--- src/sv/assert_macros.svh ---
// assertion helpers for the rtl
`ifndef ASSERT_MACROS_SVH
`define ASSERT_MACROS_SVH

// checked only while out of reset
`define ASSERT_RST(lbl, clk, rst, prop, msg) \
  lbl: assert property (@(posedge clk) disable iff (rst) prop) else $error(msg);

// checked at every edge, reset included
`define ASSERT_ALWAYS(lbl, clk, prop, msg) \
  lbl: assert property (@(posedge clk) prop) else $error(msg);

`endif

--- src/sv/imm_pkg.sv ---
package imm_pkg;

  localparam int MAX_DIM = 8;
  localparam int DIM_W   = $clog2(MAX_DIM);
  localparam int ADDR_W  = 2 * DIM_W;
  localparam int DEPTH   = MAX_DIM * MAX_DIM;
  localparam int DATA_W  = 32;
  localparam int CFG_W   = 4;
  localparam int REQ_W   = 2;
  localparam int CIDX_W  = 2;

  typedef enum logic [REQ_W-1:0] {
    REQ_WRITE_A = 2'd0,
    REQ_WRITE_B = 2'd1,
    REQ_COMPUTE = 2'd2
  } req_t;

  typedef enum logic [CIDX_W-1:0] {
    CFG_A_ROWS = 2'd0,
    CFG_A_COLS = 2'd1,
    CFG_B_ROWS = 2'd2,
    CFG_B_COLS = 2'd3
  } cfg_idx_t;

  typedef struct packed {
    logic vld;
    logic first;
    logic lastk;
  } mac_tag_t;

  typedef struct packed {
    logic [DIM_W-1:0] ar_last;
    logic [DIM_W-1:0] ac_last;
    logic [DIM_W-1:0] bc_last;
    logic             mismatch;
  } dims_t;

  // last index of a dimension, with zero taken as one and large values as MAX_DIM
  function automatic logic [DIM_W-1:0] dim_last(input logic [CFG_W-1:0] v);
    logic [DIM_W-1:0] r;
    if (v == '0) begin
      r = '0;
    end else if (v > CFG_W'(MAX_DIM)) begin
      r = DIM_W'(MAX_DIM - 1);
    end else begin
      r = DIM_W'(v - CFG_W'(1));
    end
    return r;
  endfunction

endpackage

--- src/sv/imm_seq.sv ---
`include "assert_macros.svh"

module imm_seq (
  input  logic                       clk,
  input  logic                       rst,
  input  logic                       go,
  input  imm_pkg::dims_t             dims,
  input  logic                       mac_done,
  input  logic [imm_pkg::DATA_W-1:0] acc,
  input  logic                       out_stall,
  output logic                       busy,
  output logic [imm_pkg::ADDR_W-1:0] a_addr,
  output logic [imm_pkg::ADDR_W-1:0] b_addr,
  output imm_pkg::mac_tag_t          tag,
  output logic                       out_valid,
  output logic [imm_pkg::DATA_W-1:0] product_value,
  output logic [imm_pkg::DIM_W-1:0]  out_row,
  output logic [imm_pkg::DIM_W-1:0]  out_col,
  output logic                       size_error,
  output logic                       last
);
  import imm_pkg::*;

  typedef enum logic [3:0] {
    S_IDLE  = 4'b0001,
    S_ISSUE = 4'b0010,
    S_WAIT  = 4'b0100,
    S_EMIT  = 4'b1000
  } state_t;

  state_t           state;
  state_t           state_next;
  logic [DIM_W-1:0] i;
  logic [DIM_W-1:0] j;
  logic [DIM_W-1:0] k;
  logic             err;
  logic             load;
  logic             last_elem;

  assign busy      = (state != S_IDLE);
  assign a_addr    = {i, k};
  assign b_addr    = {k, j};
  assign tag.vld   = (state == S_ISSUE);
  assign tag.first = (k == '0);
  assign tag.lastk = (k == dims.ac_last);
  assign load      = (state == S_EMIT) && (!out_valid || !out_stall);
  assign last_elem = err || ((i == dims.ar_last) && (j == dims.bc_last));

  always_comb begin
    state_next = state;
    unique case (state)
      S_IDLE: begin
        if (go) begin
          state_next = dims.mismatch ? S_EMIT : S_ISSUE;
        end
      end
      S_ISSUE: begin
        if (tag.lastk) begin
          state_next = S_WAIT;
        end
      end
      S_WAIT: begin
        if (mac_done) begin
          state_next = S_EMIT;
        end
      end
      S_EMIT: begin
        if (load) begin
          state_next = last_elem ? S_IDLE : S_ISSUE;
        end
      end
      default: state_next = S_IDLE;
    endcase
  end

  always_ff @(posedge clk) begin
    if (rst) begin
      state     <= S_IDLE;
      out_valid <= 1'b0;
    end else begin
      state <= state_next;
      if (load) begin
        out_valid <= 1'b1;
      end else if (!out_stall) begin
        out_valid <= 1'b0;
      end
    end
  end

  always_ff @(posedge clk) begin
    if (state == S_IDLE && go) begin
      err <= dims.mismatch;
      i   <= '0;
      j   <= '0;
      k   <= '0;
    end
    if (state == S_ISSUE) begin
      k <= tag.lastk ? '0 : k + DIM_W'(1);
    end
    if (load) begin
      product_value <= err ? '0 : acc;
      out_row       <= err ? '0 : i;
      out_col       <= err ? '0 : j;
      size_error    <= err;
      last          <= last_elem;
      if (!last_elem) begin
        if (j == dims.bc_last) begin
          j <= '0;
          i <= i + DIM_W'(1);
        end else begin
          j <= j + DIM_W'(1);
        end
      end
    end
  end

  `ASSERT_ALWAYS(a_rst_idle, clk, rst |=> (state == S_IDLE) && !out_valid, "reset not idle")
  `ASSERT_RST(a_done_wait, clk, rst, mac_done |-> state == S_WAIT, "mac done outside wait")
  `ASSERT_RST(a_err_last, clk, rst, out_valid && size_error |-> last, "error result not last")
  `ASSERT_RST(a_idx_range, clk, rst,
    busy |-> (i <= dims.ar_last) && (j <= dims.bc_last), "element index out of range")

endmodule

--- config.mk ---
export PLATFORM = sky130hd
export DESIGN_NAME = imm_seq
export DESIGN_NICKNAME = d
export VERILOG_FILES = /design/src/sv/imm_pkg.sv /design/src/sv/imm_seq.sv
export VERILOG_INCLUDE_DIRS = /design/src /design/src/sv
export SDC_FILE = /design/constraint.sdc
export NUM_CORES = 1
export LEC_CHECK = 0
export ABC_AREA = 1
export BUFFER_PORTS_ARGS = -buffer_cell sky130_fd_sc_hd__buf_4
export CAP_MARGIN = 20
export CORE_ASPECT_RATIO = 1.5
export CORE_MARGIN = 8
export CORE_UTILIZATION = 51
export DETAILED_ROUTE_END_ITERATION = 16
export PLACE_DENSITY = 0.81
export SLEW_MARGIN = 5
export SYNTH_ARGS = -nofsm -noshare
export SYNTH_HDL_FRONTEND = slang
export SYNTH_SLANG_ARGS = --single-unit
--- constraint.sdc ---
create_clock -name clk -period 3.62 [get_ports clk]
set_clock_uncertainty 0.05 [all_clocks]
set_input_delay 0.362 -clock clk [delete_from_list [all_inputs] [get_ports clk]]
set_output_delay 0.362 -clock clk [all_outputs]
set_load 0.03 [all_outputs]
==> qor.yml <==
yosys:
  syn_avg_cell_area_sq_um: 10.0
  seq_area_frac_synth_pct: 63.2
  ys_warn_count: 0
  muxShareOfSynthArea_pct: 0
  syn_inst: 243
  post_synth_instance_area_sq_um: 2440
  synth_compound_area_share_pct: 2.31
  yosys.area_share.xor_xnor_pct: 3.59
  synthAdderAreaFrac_pct: 2.05
  synth-seq-cells: 55
  syn_nets: 294
  synth_cell_types: 27
  synth_top_family_by_area: "simple AND/OR/NAND/NOR gates"
  synthSimpleGateAreaFrac_pct: 18.1
timing:
  fmax_mhz: 504
  fin_crit_sh_pct: 54.9
  drv_slew: 0
  finalHoldViolCount: 0
  setup_viol: 0
  relSlewSlack_pct: 46.7
  rsz0062_at_grt: "no"
  worst_slew_pin_slew_ns: 0.797
  finalSetupTns_ns: 0
  finalCriticalPeriod_ns: 1.99
  whs_ns: 0.196
power:
  leakagePower_nw: 1.63
  vdd_ir_drop_max_uv: 320
  power.density_nw_per_um2: 450
  finalPower_mw: 1.52
grt:
  grt_max_degree: 31
  grt_first_pass_wirelength_mm: 9.02
  grt_usage_pct: 15.8
  overflow: 0
  grt_pass1_vias: 1944
  grt_antenna_before_repair: 0
worst_setup_path:
  cp.required_ns: 3.76
  setup.worst_path.start_class: "flop"
  crit_fanout: 30
  critPathKind: "reg2reg"
  end_kind: "flop"
  worstPathArrival_ns: 2.12
  r2r-start: "state[1]"
  crit_start: "state[1]"
min_path:
  hp-class: "in2reg"
  hp-start: "dims[0]"
clock_tree:
  postCtsSetupBuffers: 0
  clkSinkCount: 55
  cts_resized: 0
  cts_buffer_depth: 2
  h-tree-depth: 2
  clockRootBuffer: "clkbuf_8"
  clkTransAtPathRegs_ns: 0.09
  hold_buffers: 0
  clk_latency_ns: 0.30
  tritoncts: "built"
  cts_buffers: 5
detailed_routing:
  first_iter_violations: 103
  vias: 1907
  wirelength_mm: 5.64
  routed_via_density: 4.60
  dr.pass1.iters: 4
  wire_per_inst_um: 13.6
  drc: 0
  drtAntennaViolNets: 0
die:
  start_util_pct: 51.6
  die_area_sq_um: 7300
  die_y_um: 101
  coreArea_sq_um: 4730
  fp-row-count: 31
  ios: 104
  die_w_um: 72.5
placed_design:
  dpl.hpwl_mm: 4.44
  port_buffers: 103
  place_inst: 407
  gp_congestion: 0.768
job:
  maxCapViolCount: 0
layout:
  insertedDiodeCount: 0
  finalNonFillerCells: 415
  layout-drive-gt1-share_pct: 37.0
  fin_nets: 399
  area_growth_pct: 38.7
run_status:
  outcome: "finished clean"
==> kinds of logic (layout without fill, tap and decap cells) <==
family	Yosys count	in the layout
buf+inv	67	173
compound gates	10	10
flops	55	55
fa+ha+maj	4	4
xor+xnor	10	10
simple gates	97	97
==> critical path: stages, from the launching register on <==
cell	delay, ns
dfxtp_1	0.34
nor2_2	0.12
nand3_2	0.13
nor2_4	0.64
buf_4	0.36
nand2_2	0.09
nand3_1	0.06
o21ai_0	0.07
==> final timing paths <==
kind               endpoint  slack [ns]  cells past startpoint
setup reg to reg       j[2]        1.63                      7
hold / removal          err        0.20                      1
hold reg to reg   out_valid        0.45                      2
setup / recovery       j[2]        1.63                      7
==> sequential cells by signal, indices dropped and copies added, names as in the netlist, 3 cells and up <==
register,flops
i,3
j,3
k,3
out_col,3
out_row,3
product_value,32
state,4
==> area by class of cell <==
cell class,count,area (sq um)
Clock buffer,6,72.6
Clock inverter,2,37.5
Fill cell,376,1350
Inverter,60,225
Multi-Input combinational cell,121,636
Sequential cell,55,1540
Tap cell,66,82.6
Timing Repair Buffer,105,788
==> Yosys cell counts <==
cell,n,area (sq um)
inv_1,56,210
edfxtp_1,44,1320
nor2_1,43,161
nand2_1,27,101
dfxtp_1,11,220
nand3_1,11,55.1
xnor2_1,8,70.1
a21oi_1,5,25.0
ha_1,4,50.1
inv_2,4,15.0
buf_4,3,22.5
clkbuf_1,3,11.3
nand2_2,3,18.8
nand4_1,3,18.8
nor2_2,3,18.8
nor2_4,2,22.5
o21ai_0,2,10.0
xor2_1,2,17.5
a21oi_2,1,8.76
buf_1,1,3.75
nand2_4,1,11.3
nand3_2,1,10.0
nand3b_1,1,7.51
nor3_2,1,10.0
o211ai_1,1,7.51
o21ai_1,1,5.00
or2_2,1,6.26
==> where the power goes <==
part	internal (mW)	switching (mW)
combinational	0.141	0.223
sequential	0.731	0.0330
clock	0.206	0.188
total	1.08	0.445
==> through the flow <==
stage | area (sq um) | utilization (%) | setup slack (ns)
final | 3380 | 71.5 | 1.63
after global routing | 3380 | 71.5 | 1.47
after CTS | 3380 | 71.5 | 1.63
after detailed placement | 3270 | 69.2 | 1.59
after global placement | 3270 | 69.2 | 1.63
after floorplan | 2440 | - | 1.65
==> cells in the final DEF, fill, tap and decap left out, types with 4 or more instances in the layout <==
master,instances
nand2_1,27
nor2_1,43
a21oi_1,5
ha_1,4
clkbuf_8,5
xnor2_1,8
inv_2,4
dfxtp_1,11
nand3_1,11
edfxtp_1,44
buf_4,105
inv_1,56
==> per-layer routing <==
| metal | up-vias | share of wire (%) | global-route usage, % |
|---|---|---|---|
| li1 | 953 | - | - |
| met1 | 855 | 36 | 15.6 |
| met2 | 84 | 52 | 28.1 |
| met3 | 15 | 7.9 | 5.18 |
| met4 | 0 | 3.5 | 8.98 |
| met5 | - | 0 | 0 |
No activity file was read; power rests on OpenSTA's default activity.
