### src/sv/assert_macros.svh
// assertion helpers for the rtl
`ifndef ASSERT_MACROS_SVH
`define ASSERT_MACROS_SVH

// checked only while out of reset
`define ASSERT_RST(lbl, clk, rst, prop, msg) \
  lbl: assert property (@(posedge clk) disable iff (rst) prop) else $error(msg);

// checked at every edge, reset included
`define ASSERT_ALWAYS(lbl, clk, prop, msg) \
  lbl: assert property (@(posedge clk) prop) else $error(msg);

`endif

### src/sv/imm_pkg.sv
package imm_pkg;

  localparam int MAX_DIM = 8;
  localparam int DIM_W   = $clog2(MAX_DIM);
  localparam int ADDR_W  = 2 * DIM_W;
  localparam int DEPTH   = MAX_DIM * MAX_DIM;
  localparam int DATA_W  = 32;
  localparam int CFG_W   = 4;
  localparam int REQ_W   = 2;
  localparam int CIDX_W  = 2;

  typedef enum logic [REQ_W-1:0] {
    REQ_WRITE_A = 2'd0,
    REQ_WRITE_B = 2'd1,
    REQ_COMPUTE = 2'd2
  } req_t;

  typedef enum logic [CIDX_W-1:0] {
    CFG_A_ROWS = 2'd0,
    CFG_A_COLS = 2'd1,
    CFG_B_ROWS = 2'd2,
    CFG_B_COLS = 2'd3
  } cfg_idx_t;

  typedef struct packed {
    logic vld;
    logic first;
    logic lastk;
  } mac_tag_t;

  typedef struct packed {
    logic [DIM_W-1:0] ar_last;
    logic [DIM_W-1:0] ac_last;
    logic [DIM_W-1:0] bc_last;
    logic             mismatch;
  } dims_t;

  // last index of a dimension, with zero taken as one and large values as MAX_DIM
  function automatic logic [DIM_W-1:0] dim_last(input logic [CFG_W-1:0] v);
    logic [DIM_W-1:0] r;
    if (v == '0) begin
      r = '0;
    end else if (v > CFG_W'(MAX_DIM)) begin
      r = DIM_W'(MAX_DIM - 1);
    end else begin
      r = DIM_W'(v - CFG_W'(1));
    end
    return r;
  endfunction

endpackage

### src/sv/imm_mac.sv
module imm_mac (
  input  logic                       clk,
  input  logic                       rst,
  input  imm_pkg::mac_tag_t          tag,
  input  logic [imm_pkg::DATA_W-1:0] a_q,
  input  logic [imm_pkg::DATA_W-1:0] b_q,
  output logic                       done,
  output logic [imm_pkg::DATA_W-1:0] acc
);
  import imm_pkg::*;

  mac_tag_t          tag_rd;
  mac_tag_t          tag_mul;
  logic [DATA_W-1:0] prod;

  always_ff @(posedge clk) begin
    if (rst) begin
      tag_rd  <= '0;
      tag_mul <= '0;
      done    <= 1'b0;
    end else begin
      tag_rd  <= tag;
      tag_mul <= tag_rd;
      done    <= tag_mul.vld && tag_mul.lastk;
    end
  end

  // low 32 bits of the product are the same signed or unsigned
  always_ff @(posedge clk) begin
    if (tag_rd.vld) begin
      prod <= a_q * b_q;
    end
    if (tag_mul.vld) begin
      acc <= tag_mul.first ? prod : acc + prod;
    end
  end

endmodule

### config.mk
export PLATFORM = sky130hd
export DESIGN_NAME = imm_mac
export DESIGN_NICKNAME = d
export VERILOG_FILES = /design/src/sv/assert_macros.svh /design/src/sv/imm_pkg.sv /design/src/sv/imm_mac.sv
export SDC_FILE = /design/constraint.sdc
export NUM_CORES = 1
export LEC_CHECK = 0
export ABC_AREA = 1
export BUFFER_PORTS_ARGS = -buffer_cell sky130_fd_sc_hd__buf_2
export CAP_MARGIN = 20
export CORE_AREA = 2 2 193 195
export CTS_BUF_LIST = sky130_fd_sc_hd__clkbuf_4 sky130_fd_sc_hd__clkbuf_8
export DETAILED_ROUTE_END_ITERATION = 7
export DIE_AREA = 0 0 195 197
export GPL_TIMING_DRIVEN = 0
export PLACE_DENSITY = 0.9
export RECOVER_POWER = 100
export SLEW_MARGIN = 10
export SYNTH_ARGS = -nofsm -noshare
export SYNTH_HDL_FRONTEND = slang
export SYNTH_SLANG_ARGS = --single-unit
### constraint.sdc
create_clock -name clk -period 7.7 [get_ports clk]
set_input_delay 1.54 -clock clk [delete_from_list [all_inputs] [get_ports clk]]
set_output_delay 1.54 -clock clk [all_outputs]
set_load 0.05 [all_outputs]
==> impl_metrics.ini, run 1 <==
[drt]
wirelength_met1_mm = 22.6
vias = 19400
wl_per_cell_um = 20.3
ant_nets = 0
drt_wl_total_mm = 68.7
drtIter0Drc = 2214
met2WireLength_mm = 30.4
via_per_inst = 5.72
wl_met3_mm = 9.33
drc_errors = 73
detail_route.first_pass.iterations = 8
top_layer = met4

[finish]
diodes = 0
fin_nets = 3548
seq_area_um2 = 2060
mostFrequentLayoutCells = 830 x nand2_1, 785 x inv_1, 401 x fa_1
synthToLayoutAreaGrowth_pct = 12.2
fill_cells = 2716
final_common_cell = nand2_1
multi_input_area_um2 = 15800
drive_above_1_share_pct = 9.11

[die]
die_area_um2 = 38400
die_h_um = 197
die_w_um = 195
ioPinCount = 102
start_util_pct = 58.2
rows = 70
core_area_um2 = 36300

[timing]
tightest_slew_ns = 1.62
hold_violations = 0
rsz0062_at_grt = true
setup_ws_ns = -0.215
clock_skew_ns = 0.0126
finalSetupViolCount = 3
setup_tns_ns = -0.317
slew_headroom_pct = -8.30
drv_slew = 34
min_period_over_period_pct = 103
fmax_mhz = 126
fin_crit_ns = 7.92

[flow_run]
cap_violations = 1

[critical_path]
cp-endpoint = prod[31]$_DFFE_PP_
r2r_end = acc[26]$_DFFE_PP_
reg2reg_slack_ns = 4.84
r2r-start = acc[0]$_DFFE_PP_
reg2regPathDepth = 15
startpoint_type = primary input
end_kind = flop
path_depth = 26
cp_slowest_cell = fa_2
timing.critical_path.from = a_q[2]
crit_arrival_ns = 8.02
worstPathMaxFanout = 10
critPathRequiredTime_ns = 7.81
crit_buf_inv = 10
cp_slowest_stage_delay_ns = 0.65
critPathKind = in2reg
critical_path.top_delay_family = adder cells

[worst_hold_path]
hold_class = reg2reg
hp-start = tag_rd[0]$_SDFF_PP0_

[cts]
cts_hold_buffers = 0
clk_pin_slew_ns = 0.09
cts.htree.levels = 3
clk_latency_ns = 0.37
clockBufferDepth = 2
cts_tree = built
clockRootBuffer = clkbuf_8
clock_sinks = 71
cts_made_buffers = 9

[placement]
io_buffer_count = 76
hpwl_mm = 51.1
gp_congestion = 1.04

[status]
violations = design-rule violations, max-capacitance violations, max-slew violations, negative setup slack
status = complete, but fails checks

[synthesis]
synth_cell_types = 46
ys.flop_type = edfxtp_1
synth_area_leaders = fa_1 39%, nand2_1 15%, inv_1 14%, ha_1 9.1%, edfxtp_1 9.1%
ys.warnings.count = 0
synth-edff-count = 64
synth.avg_cell_area_um2 = 7.54
synth_top_area_cell = fa_1
async_flop_share_pct = 0
synth_seq_cells = 71
syn_area_um2 = 21100
ys_seq_area_share_pct = 9.77
syn_inst = 2801
syn-num-nets = 3433
netlist.area_leader.share_pct = 38.8

[global_routing]
grt_pass1_wl_mm = 103
antenna_found_initial = 0
grt.overflow.total = 0
grt_max_degree = 34
grt_pass1_vias = 20000
track_usage_pct = 35.2
==> how the worst min path moves through the flow <==
| stage | to | depth (start not counted) |
|---|---|---|
| 2_1_floorplan | tag_mul[0]$_SDFF_PP0_ | 2 |
| 3_3_place_gp | done$_SDFF_PP0_ | 2 |
| 3_5_place_dp | tag_mul[0]$_SDFF_PP0_ | 2 |
| 4_1_cts | tag_mul[0]$_SDFF_PP0_ | 2 |
| 5_1_grt | tag_mul[0]$_SDFF_PP0_ | 2 |
| 6_report | tag_mul[0]$_SDFF_PP0_ | 2 |
==> cells by family (layout without fill, tap and decap cells) <==
| logic type | count (synthesis) | count (layout) | share of synthesized area [%] |
|---|---|---|---|
| xor gates and xnor gates | 31 | 31 | 1.29 |
| DFF | 71 | 71 | 9.77 |
| and+or+nand+nor | 1067 | 1067 | 20.2 |
| buffers and inverters | 912 | 1032 | 16.4 |
| adders and majority gates | 563 | 563 | 47.9 |
| AOI/OAI and AO/OA | 157 | 157 | 4.38 |
==> state kept, by name, summed over array words and instances, names as in the netlist <==
name     count
done         1
acc         32
tag_rd       3
tag_mul      3
prod        32
==> repair_timing <==
action	4_1_cts	5_1_grt
hold endpoints to repair	0	0
pin swaps	19	55
gates resized for setup	230	140
setup endpoints to repair	15	9
buffers inserted	26	15
==> cell usage after synthesis, types with 8 or more instances <==
library cell    n
fa_1          409
clkbuf_1       78
or2_2          10
xor2_1         21
inv_1         797
buf_1          10
nand3b_1        8
nor2_1         76
ha_1          154
xnor2_1        10
nor3_1         12
nand3_1        94
nand2_1       840
nand4_1        16
edfxtp_1       64
buf_2          17
a21oi_1        66
o21ai_0        44
==> routing by layer <==
layer / up-vias / GRT usage [%]
li1: 8318 / -
met5: - / 0
met2: 1505 / 56.0
met3: 500 / 10.7
met4: 0 / 27.7
met1: 9046 / 39.7
==> tightest hold or removal path, delay by kind of cell, from the launching register on <==
kind                   cells  cell delay (ns)
DFF                        1             0.31
buffers and inverters      1             0.04
and+or+nand+nor            1             0.03
==> through the flow <==
step / cell area, µm² / worst slack [ns] / hold slack (ns) / util, % / instances
2_1_floorplan: 21100 / -0.0122 / 0.388 / - / 2801
6_report: 23700 / -0.215 / 0.412 / 65.3 / 3389
3_3_place_gp: 22100 / -1.75 / 0.405 / 60.9 / 3345
5_1_grt: 23700 / -0.265 / 0.439 / 65.3 / 3389
4_1_cts: 23300 / -0.0391 / 0.418 / 64.3 / 3377
3_5_place_dp: 22100 / -1.83 / 0.404 / 60.9 / 3345
==> final cells by class <==
cell class                      instances  share of cell area (%)
Clock buffer                            9                   0.523
Sequential cell                        71                    8.70
Inverter                              797                    12.6
Clock inverter                          7                   0.290
Timing Repair Buffer                  116                    3.26
Multi-Input combinational cell       1818                    66.9
Buffer                                103                    5.22
Tap cell                              468                    2.47
Power of run 1 is not shown: default switching activity piles up to over one toggle a cycle in this logic, so the estimate is an artifact.
==> inputs of run 2 (changes only) <==
--- a/config.mk
+++ b/config.mk
@@ -12,7 +12,7 @@
 export CTS_BUF_LIST = sky130_fd_sc_hd__clkbuf_4 sky130_fd_sc_hd__clkbuf_8
 export DETAILED_ROUTE_END_ITERATION = 7
 export DIE_AREA = 0 0 195 197
-export GPL_TIMING_DRIVEN = 0
+export GPL_TIMING_DRIVEN = 1
 export PLACE_DENSITY = 0.9
 export RECOVER_POWER = 100
 export SLEW_MARGIN = 10
==> run 2 against run 1 <==
The flow finishes with violations (max-capacitance violations, max-slew violations). First-iteration DRC count shrank 29%. Core utilization is 1.5 points lower. Non-clock buffer count up 28. Hold slack worse by 0.0021 ns. Worst setup slack improved by 0.33 ns. Sequential share of layout area increased by 0.20 points. Via count decreased by 5.7%. Die area did not move. Global-route usage shrank 4.6 points. Design area decreased by 2.3%. Register-to-register slack worse by 0.42 ns. Count of clock-buffer cells in the layout unchanged.
==> impl_metrics.ini, run 2 (synthesis gave the netlist of run 1 again) <==
[critical_path]
end_kind = flop
reg2regPathDepth = 4
crit_arrival_ns = 7.72
critPathRequiredTime_ns = 7.83
critical_path.top_delay_family = adder cells
r2r_end = acc[18]$_DFFE_PP_
worstPathMaxFanout = 8
cpMostUsedCell = fa_1
crit_buf_inv = 7
path_cells = buf_2 > buf_4 > nand2_1 > fa_1 > inv_1 > fa_1 > fa_1 > fa_1 > inv_1 > fa_1 > inv_1 > fa_1 > fa_1 > fa_1 > ha_1 > inv_1 > o21bai_1 > a221oi_1 > o21ai_0 > nor2_1 > inv_1 > nand3_1 > nand2_1
startpoint_type = primary input
cp_slowest_cell = fa_1
critPathKind = in2reg
r2r-start = tag_mul[1]$_SDFF_PP0_
cp_slowest_stage_delay_ns = 0.58
reg2reg_slack_ns = 4.42

[timing]
fmax_mhz = 132
hold_violations = 0
rsz0062_at_grt = true
finalSetupViolCount = 0
whs_ns = 0.410
slew_headroom_pct = -34.8
fin_crit_ns = 7.59
setup_tns_ns = 0
tightest_slew_ns = 2.02
min_period_over_period_pct = 98.5
drv_slew = 109
clock_skew_ns = 0.0126

[global_routing]
grt_pass1_vias = 19200
track_usage_pct = 30.6
antenna_found_initial = 1
grt_max_degree = 41
grt.overflow.total = 0
grt_pass1_wl_mm = 92.9

[die]
die_h_um = 197
start_util_pct = 58.2
rows = 70
die_w_um = 195
core_area_um2 = 36300
ioPinCount = 102
die_area_um2 = 38400

[finish]
fin_cells = 3417
fin_nets = 3576
fill_cells = 2857
diodes = 0
drive_above_1_share_pct = 8.78
stdcell_area_um2 = 23200
synthToLayoutAreaGrowth_pct = 9.69
mostFrequentLayoutCells = 838 x nand2_1, 797 x inv_1, 408 x fa_1
final_common_cell = nand2_1
top_regs = acc x32, prod x32

[worst_hold_path]
holdPathEnd = tag_mul[1]$_SDFF_PP0_
hold_depth = 2
hold_class = reg2reg
hp-start = tag_rd[1]$_SDFF_PP0_

[drt]
ant_nets = 0
drc_errors = 0
drt_wl_total_mm = 57.0
detail_route.first_pass.iterations = 7
vias = 18300
via_per_inst = 5.35
drtIter0Drc = 1564
wl_per_cell_um = 16.7

[placement]
hpwl_mm = 49.0
place_area_um2 = 22900
gp_congestion = 0.954
place_inst = 3400
io_buffer_count = 101

[cts]
clockBufferDepth = 2
cts.htree.levels = 3
clockRootBuffer = clkbuf_8
clk_latency_ns = 0.38
cts_tree = built
clock_sinks = 71
cts_made_buffers = 9
clk_pin_slew_ns = 0.08

[status]
violations = max-capacitance violations, max-slew violations
status = complete, but fails checks

[flow_run]
cap_violations = 3
-- run 2: changes by cell type in the layout (fill, tap and decap cells not counted), sizes merged --
cell      change
clkinvlp      +2
buf          +71
inv           -3
clkinv        -1
clkbuf       -43
bufinv        +2
-- run 2: how the worst max path moves through the flow --
stage	startpoint	end	slack, ns	cells after the start
3_3_place_gp	b_q[6]	prod[27]$_DFFE_PP_	-0.12	25
4_1_cts	b_q[8]	prod[26]$_DFFE_PP_	0.06	25
3_5_place_dp	b_q[8]	prod[26]$_DFFE_PP_	-0.32	25
5_1_grt	a_q[12]	prod[25]$_DFFE_PP_	-0.09	27
2_1_floorplan	b_q[6]	prod[26]$_DFFE_PP_	-0.01	25
6_report	a_q[11]	prod[31]$_DFFE_PP_	0.11	23
-- run 2: through the flow --
step	worst slack, ns	util, %
3_3_place_gp	-0.120	63.1
6_report	0.112	63.9
4_1_cts	0.0623	63.8
3_5_place_dp	-0.321	63.1
2_1_floorplan	-0.0122	-
5_1_grt	-0.0878	63.9
-- run 2: metal layers --
metal  global-route usage, %  part of all wire (%)  wire length [µm]  vias up
li1                        -                     -                 -     8358
met1                    36.7                    37             21100     8697
met2                    54.3                    49             27900      977
met3                    5.01                   9.1              5180      234
met4                    13.5                   4.9              2790        2
met5                       0                 0.012                 7        -
-- run 2: layout make-up --
| cell class | instances | area [µm²] | area share [%] |
|---|---|---|---|
| multi-input combinational | 1818 | 15600 | 67.5 |
| tap | 468 | 586 | 2.53 |
| clock buffer | 9 | 124 | 0.535 |
| clock inverter | 7 | 104 | 0.449 |
| inverter | 797 | 2990 | 12.9 |
| timing repair buffer | 247 | 1650 | 7.13 |
| sequential | 71 | 2060 | 8.91 |
-- run 2: repair_timing --
| item | 4_1_cts | 5_1_grt |
|---|---|---|
| hold buffers | 0 | 0 |
| setup endpoints to repair | 0 | 9 |
| gates resized for setup | 0 | 33 |
| setup buffers | 0 | 1 |
-- run 2: tightest hold or removal path, stage by stage, from the launching register on --
cell	delay, ns
dfxtp_1	0.30
inv_1	0.04
nor2_1	0.03
Power of run 2 is left out for the same reason.
==> inputs of run 3 (changes only) <==
==> constraint.sdc (replaced) <==
create_clock -name clk -period 6.42 [get_ports clk]
set_input_delay 1.284 -clock clk [delete_from_list [all_inputs] [get_ports clk]]
set_output_delay 1.284 -clock clk [all_outputs]
set_load 0.05 [all_outputs]
==> run 3 against run 2 <==
The run ends with max-capacitance violations, max-slew violations, negative setup slack left. Sequential cell count is the same. Global-route usage grew 5.5 points. Hold slack gained 0.0073 ns. Via count grew 7.0%. Critical endpoint unchanged.
==> impl_metrics.ini, run 3 (synthesis gave the netlist of run 1 again) <==
[status]
status = complete, but fails checks
violations = max-capacitance violations, max-slew violations, negative setup slack

[drt]
via_per_inst = 5.49
drtIter0Drc = 1364
drt_wl_total_mm = 67.9
ant_nets = 0
vias = 19500
drc_errors = 0
wl_per_cell_um = 19.1
detail_route.first_pass.iterations = 5

[flow_run]
cap_violations = 3

[worst_hold_path]
hold_class = reg2reg

[placement]
hpwl_mm = 54.0
place_area_um2 = 24000
io_buffer_count = 101
gp_congestion = 0.973

[critical_path]
reg2reg_slack_ns = 2.96
startpoint_type = primary input
critPathRequiredTime_ns = 6.55
worstPathMaxFanout = 5
crit_arrival_ns = 7.54
critPathKind = in2reg
end_kind = flop

[finish]
fin_nets = 3720
diodes = 0
stdcell_area_um2 = 25900
final_common_cell = nand2_1
fill_cells = 2643
drive_above_1_share_pct = 19.5
mostFrequentLayoutCells = 787 x nand2_1, 748 x inv_1, 371 x fa_1
top_regs = acc x32, prod x32
synthToLayoutAreaGrowth_pct = 22.6

[global_routing]
track_usage_pct = 36.1
grt_max_degree = 41
antenna_found_initial = 0
grt_pass1_wl_mm = 107
grt_pass1_vias = 21500
grt.overflow.total = 0

[cts]
cts_tree = built
clock_sinks = 71
clockRootBuffer = clkbuf_8
clk_latency_ns = 0.37
cts_made_buffers = 9
cts.htree.levels = 3
cts_hold_buffers = 0
clockBufferDepth = 2
clk_pin_slew_ns = 0.08

[die]
start_util_pct = 58.2
rows = 70
core_area_um2 = 36300
die_h_um = 197
die_area_um2 = 38400
die_w_um = 195
ioPinCount = 102

[timing]
clock_skew_ns = 0.0118
setup_ws_ns = -0.989
rsz0062_at_grt = true
min_period_over_period_pct = 115
drv_slew = 108
fin_crit_ns = 7.41
tightest_slew_ns = 2.15
fmax_mhz = 135
setup_tns_ns = -9.83
hold_violations = 0
finalSetupViolCount = 22
slew_headroom_pct = -43.1
## run 3: cell types whose count changed in the layout (fill, tap and decap cells not counted), sizes merged
cell | previous run | this run
buf | 203 | 349
clkbuf | 53 | 51
clkinv | 0 | 2
clkinvlp | 2 | 0
bufinv | 2 | 3
inv | 800 | 799
## run 3: final timing paths
path	startpoint	to	cells after the start
setup / recovery	b_q[6]	prod[31]$_DFFE_PP_	27
hold / removal	tag_rd[0]$_SDFF_PP0_	tag_mul[0]$_SDFF_PP0_	2
setup reg to reg	tag_mul[1]$_SDFF_PP0_	acc[24]$_DFFE_PP_	4
hold reg to reg	tag_rd[0]$_SDFF_PP0_	tag_mul[0]$_SDFF_PP0_	2
## run 3: final cells by class
class | instances | area, µm² | share of cell area, %
multi-input combinational | 1818 | 16500 | 63.8
timing repair buffer | 391 | 3490 | 13.5
inverter | 797 | 2990 | 11.6
sequential | 71 | 2060 | 7.97
tap | 468 | 586 | 2.26
clock buffer | 9 | 124 | 0.479
clock inverter | 7 | 119 | 0.459
## run 3: timing repair
action / 4_1_cts / 5_1_grt
gates resized for setup: 319 / 89
endpoints found under the setup margin: 22 / 22
endpoints found under the hold margin: 0 / 0
buffers inserted: 32 / 8
gates cloned: 2 / 2
pin swaps: 168 / 44
## run 3: critical path, stage by stage
cell and delay [ns]:
buf_12 0.11, buf_6 0.12, nand2_4 0.05, inv_2 0.03, fa_1 0.51, fa_2 0.41
fa_1 0.56, inv_2 0.05, fa_1 0.55, inv_1 0.06, fa_1 0.49, inv_2 0.04
fa_1 0.53, inv_2 0.06, fa_1 0.46, fa_1 0.54, ha_4 0.23, a21oi_2 0.15
a21boi_4 0.21, buf_4 0.13, nor2_1 0.04, nor2_1 0.32, o21ai_1 0.17, nor2_1 0.21
inv_1 0.08, nand3_2 0.08, nand2_1 0.05
## run 3: metrics by stage
step | hold slack [ns] | utilization [%] | setup slack [ns] | cells
final | 0.417 | 71.4 | -0.989 | 3561
after global routing | 0.440 | 71.4 | -1.19 | 3561
after global placement | 0.392 | 66.1 | -1.15 | 3504
after floorplan | 0.388 | - | -0.724 | 2801
after detailed placement | 0.408 | 66.1 | -1.32 | 3504
after CTS | 0.420 | 70.4 | -0.533 | 3551
## run 3: metal layers
metal / part of all wire [%] / global-route usage (%) / wire length (µm) / vias to the layer above
li1: - / - / - / 8654
met2: 51 / 66.7 / 34900 / 1033
met1: 33 / 37.8 / 22600 / 9467
met3: 6.4 / 4.50 / 4340 / 391
met4: 9.0 / 26.3 / 6090 / 0
met5: 0 / 0 / 0 / -
Power of run 3 is left out for the same reason.
